File: config.mk
export PLATFORM = sky130hd
export DESIGN_NAME = crse_mul
export DESIGN_NICKNAME = d
export VERILOG_FILES = /design/src/crse_pkg.sv /design/src/crse_mul.sv
export SDC_FILE = /design/constraint.sdc
export NUM_CORES = 2
export LEC_CHECK = 0
export BUFFER_PORTS_ARGS = -buffer_cell sky130_fd_sc_hd__buf_2
export CAP_MARGIN = 40
export CORE_ASPECT_RATIO = 0.8
export CORE_MARGIN = 10
export CORE_UTILIZATION = 60
export CTS_CLUSTER_DIAMETER = 40
export DETAILED_ROUTE_END_ITERATION = 12
export PLACE_DENSITY = 0.79
export REMOVE_ABC_BUFFERS = 1
export SYNTH_ARGS = -nofsm -noshare
export SYNTH_HDL_FRONTEND = slang
export SYNTH_SLANG_ARGS = --single-unit
File: constraint.sdc
create_clock -name clk -period 7.3 [get_ports clk]
set_input_delay 0.73 -clock clk [delete_from_list [all_inputs] [get_ports clk]]
set_output_delay 0.73 -clock clk [all_outputs]
set_load 0.1 [all_outputs]
File: src/crse_pkg.sv
// Types and constants for the Catmull-Rom spline evaluator.
// No dependencies; used by crse_mul, the evaluator top level and both checkers.
package crse_pkg;

  localparam int FRAC_BITS = 16;
  localparam int COORD_W   = 32;
  localparam int T_W       = FRAC_BITS + 1;
  localparam int MUL_A_W   = 34;
  localparam int MUL_B_W   = 20;
  localparam int PROD_W    = MUL_A_W + MUL_B_W;
  localparam int ACC_W     = PROD_W + 3;

  localparam logic [T_W-1:0] T_ONE = T_W'(1) << FRAC_BITS;

  // request actions
  localparam logic [1:0] ACT_WRITE   = 2'd0;
  localparam logic [1:0] ACT_GLOBAL  = 2'd1;
  localparam logic [1:0] ACT_SEGMENT = 2'd2;
  localparam logic [1:0] ACT_NONE    = 2'd3;

  // result status codes
  localparam logic [1:0] ST_EVAL  = 2'd0;
  localparam logic [1:0] ST_WRITE = 2'd1;
  localparam logic [1:0] ST_RANGE = 2'd2;
  localparam logic [1:0] ST_EMPTY = 2'd3;

  typedef enum logic [3:0] {
    S_CLR, S_IDLE, S_POS, S_POS_W, S_CHECK, S_PICK, S_PICK_W, S_READ,
    S_T2, S_T2_W, S_T3, S_T3_W, S_WGT, S_MUL, S_ACC, S_FIN
  } crse_state_t;

  typedef struct packed {
    logic signed [MUL_A_W-1:0] a;
    logic signed [MUL_B_W-1:0] b;
  } crse_mul_req_t;

endpackage

File: src/crse_mul.sv
// Shared signed multiplier with a registered product.
// Depends on crse_pkg for operand widths and the request struct.
module crse_mul
  import crse_pkg::*;
(
  input  logic                     clk,
  input  crse_mul_req_t            req,
  output logic signed [PROD_W-1:0] prod_r
);

  // register every product
  always_ff @(posedge clk) begin
    prod_r <= req.a * req.b;
  end

endmodule

Yosys cells after proc, flatten, opt, wreduce, memory -nomap -nowiden
Cells that the tools add are included.

$mul: 1.

Operator list (count): 34-bit by 20-bit multiplier with 54-bit output (1).

Logic and storage cells: 2. Bits in registers: 54. Output and inout port bits: 54.

Depth between registers and ports, before layout
Depth in word-level cells: 1. Mapped depth: 27. Gate-level depth less buffers: 26.

Least setup slack after synthesis
No wires, ideal clock.

Path kind: input-to-reg. From: in req[11] (netlist bit). To: reg prod_r[53]. Buffers on the path: 3. Stages: 27. Path slack: 0.147 ns. Data arrival time: 7.081 ns. Cells stage by stage: clkbuf_1 > clkbuf_1 > nand2_1 > fa_1 > inv_1 > fa_1 > inv_1 > fa_1 > inv_1 > fa_1 > fa_1 > fa_1 > inv_1 > fa_1 > inv_1 > ha_1 > clkbuf_1 > a21oi_1 > o21ai_1 > a32o_1 > a21boi_0 > nand3_1 > o2111ai_1 > a21oi_1 > or3_1 > a21oi_1 > xnor2_1.

Cells in the longest elaborated chain, start to end: 1.

Ends and longest elaborated chain: from (decl) (line crse_mul.sv:7) `input crse_mul_req_t req,`; 34-bit by 20-bit multiplier with 54-bit output (line crse_mul.sv:13) `prod_r <= req.a * req.b;`; to (signal assigned) (line crse_mul.sv:13); to (decl) (line crse_mul.sv:8) `output logic signed [PROD_W-1:0] prod_r`.

Every way passes these cells.

Final worst setup path
From: in req[27] (netlist bit). To: reg prod_r[34].

Same word-level chain as after synthesis.

==> results.tsv <==
stage	metric	value	unit
die	die span in x	248	µm
route	drt drc	0	
yosys	number of synthesized flops with an enable pin	0	
yosys	Synth cell types	50	
critical_path	Worst Setup Start Kind	input pin	
critical_path	family with the most delay on the worst path	adder cells	
global_routing	Congestion Overflow GR	0	
cells_and_area	Nets	3852	
cells_and_area	Largest regs	prod_r: 54 flops	
route	met2 wire len	31900	µm
flow_run	Max-Cap Viols	0	
cells_and_area	Largest register FFs	54	
cells_and_area	commonest non-fill, non-tap cell in the layout	inv_1	
global_routing	initial antenna violation count	1	
cts	CTS tree	done	
route	DR WL met3	8580	µm
die	Core ar.	40800	µm²
cells_and_area	proportion of layout cells with a drive suffix above 1	15.5	%
critical_path	crit path DAT	7.36	ns
yosys	Mapped Cells	2703	
cts	total CTS buffers	5	
route	wirelength, routed	70400	µm
yosys	post-synthesis async set-or-reset flop share	0	%
sta	min Tclk post-route	7.12	ns
die	io pins	109	
sta	Setup-failing EPs final	0	
die	die height	202	µm
route	number of vias per cell	5.41	
critical_path	Worst Path Class, Setup	in2reg	
sta	Tightest Pin Transition	0.550	ns
cts	clk buf depth	2	
route	Vias	19100	
cts	H-tree depth	2	
hold_path	HP Class	in2reg	
run_status	status	completed	
critical_path	Top cell by count, worst path	fa_1	
sta	fin crit share	97.5	%
critical_path	crit path max-delay cell type	fa_1	
die	Starting Density	60.9	%
cts	CTS sink count	54	
cells_and_area	most frequent cells in the layout	725 x inv_1, 668 x fa_1, 353 x and2_1	
cells_and_area	antenna cells	0	
critical_path	worst-path fanout max	8	
cells_and_area	Largest Register	prod_r	
placement	Detailed Place HPWL	60400	µm
cts	Root Driver	clkbuf_16	
critical_path	CP max stage delay	0.66	ns
global_routing	first-pass GRT wire length	114000	µm
sta	fmax	141	MHz
sta	relative slew slack	63.6	%
die	Rows	66	
yosys	synthesized area per cell	9.19	µm²
sta	Fin. Hold Viols	0	
route	initial DRC count	1428	
die	Die Area	50000	µm²
route	top sig layer	met5	
global_routing	GRT Total Usage	29.5	%
global_routing	vias in the first global route	21500	
critical_path	Worst Path Required	7.54	ns
critical_path	Setup crit end kind	flip-flop	
placement	Port Buf Inserts	108	
yosys	sequential fraction of the synthesis area	4.35	%
yosys	synthesized cell area	24800	µm²
cells_and_area	fill count	3003	
placement	routability cong.	1.01	
route	Final ANT Viol Nets	0	
sta	setup tns final	0	ns
global_routing	largest net degree at the start of global routing	28	
route	routed length per placed instance	19.9	µm
sta	pins over their slew limit	0	
critical_path	Worst Path Buf+Inv	11	
cts	Reg clk slew, reported paths	0.08	ns
yosys	Seq cells post-synth	54	
cells_and_area	Multi-input gate area	20700	µm²
cells_and_area	synthesis-to-layout area growth	14.6	%
yosys	yosys warns	0	
sta	RSZ-0062 raised after global routing	true	
yosys	most common flop cell mapped by yosys	dfxtp_1	
route	Post-Route M1 WL	27300	µm
cells_and_area	Seq. cell area	1080	µm²
route	drt first pass iters	7	
## synthesized netlist by cell type (3+ instances only)
library cell / count / area share, %
inv_1: 725 / 11
fa_1: 672 / 54
and2_1: 353 / 8.9
nand2_1: 319 / 4.8
clkbuf_1: 139 / 2.1
ha_1: 135 / 6.8
dfxtp_1: 54 / 4.4
a21oi_1: 50 / 1.0
nor2_1: 50 / 0.76
xnor2_1: 46 / 1.6
a21o_1: 27 / 0.82
o21ai_0: 16 / 0.32
nand3_1: 13 / 0.26
xor2_1: 11 / 0.39
nand2b_1: 10 / 0.25
o21ai_1: 8 / 0.16
a211oi_1: 7 / 0.21
nand4_1: 6 / 0.15
nor3_1: 6 / 0.12
o21a_1: 6 / 0.18
a31oi_1: 5 / 0.13
and3_1: 4 / 0.10
o21bai_1: 4 / 0.12
and4_1: 3 / 0.11
nor2b_1: 3 / 0.076
## logic make-up after synthesis
kind of cell | count (synthesis) | share of synthesized area [%]
buffers and inverters | 864 | 13.1
adders and majority gates | 807 | 60.9
and+or+nand+nor | 774 | 15.7
AOI/OAI and AO/OA | 147 | 3.92
xor gates and xnor gates | 57 | 2.01
DFF | 54 | 4.35
## layout make-up
class | instances | area share, %
Clock inverter | 3 | 0.0922
Clock buffer | 5 | 0.439
Tap cell | 544 | 2.39
Inverter | 725 | 9.55
Sequential cell | 54 | 3.80
Multi-Input combinational cell | 1785 | 72.5
Timing Repair Buffer | 419 | 11.2
## routing by layer
metal,global-route usage [%],vias up
li1,-,8221
met1,38.7,9710
met2,45.4,1031
met3,10.2,146
met4,9.46,2
met5,1.22,-
## final timing paths
path	to	cells after the start	start	slack [ns]
worst max-delay path	prod_r[34]	29	req[27]	0.18
worst min-delay path	prod_r[0]	3	req[20]	0.99
## timing repair
action	in CTS	in global routing
gates resized for setup	5	44
pin swaps	0	5
setup endpoints to repair	1	17
buffers inserted	0	1
hold buffers	0	0
hold endpoints to repair	0	0
## stage by stage
stage	utilization, %	cells	setup WS, ns	instance area (µm²)	hold slack (ns)
floorplan	-	2564	0.355	24300	0.852
global placement	69.0	3526	-0.355	28200	1.28
detailed placement	69.0	3526	-0.469	28200	1.28
CTS	69.4	3534	0.0364	28300	0.953
global route	69.8	3535	-0.0253	28500	0.970
finish	69.8	3535	0.185	28500	0.987
Power is left out: the tool's default activity adds up to more than one toggle a clock period on the data nets, which glitch-free logic cannot reach.
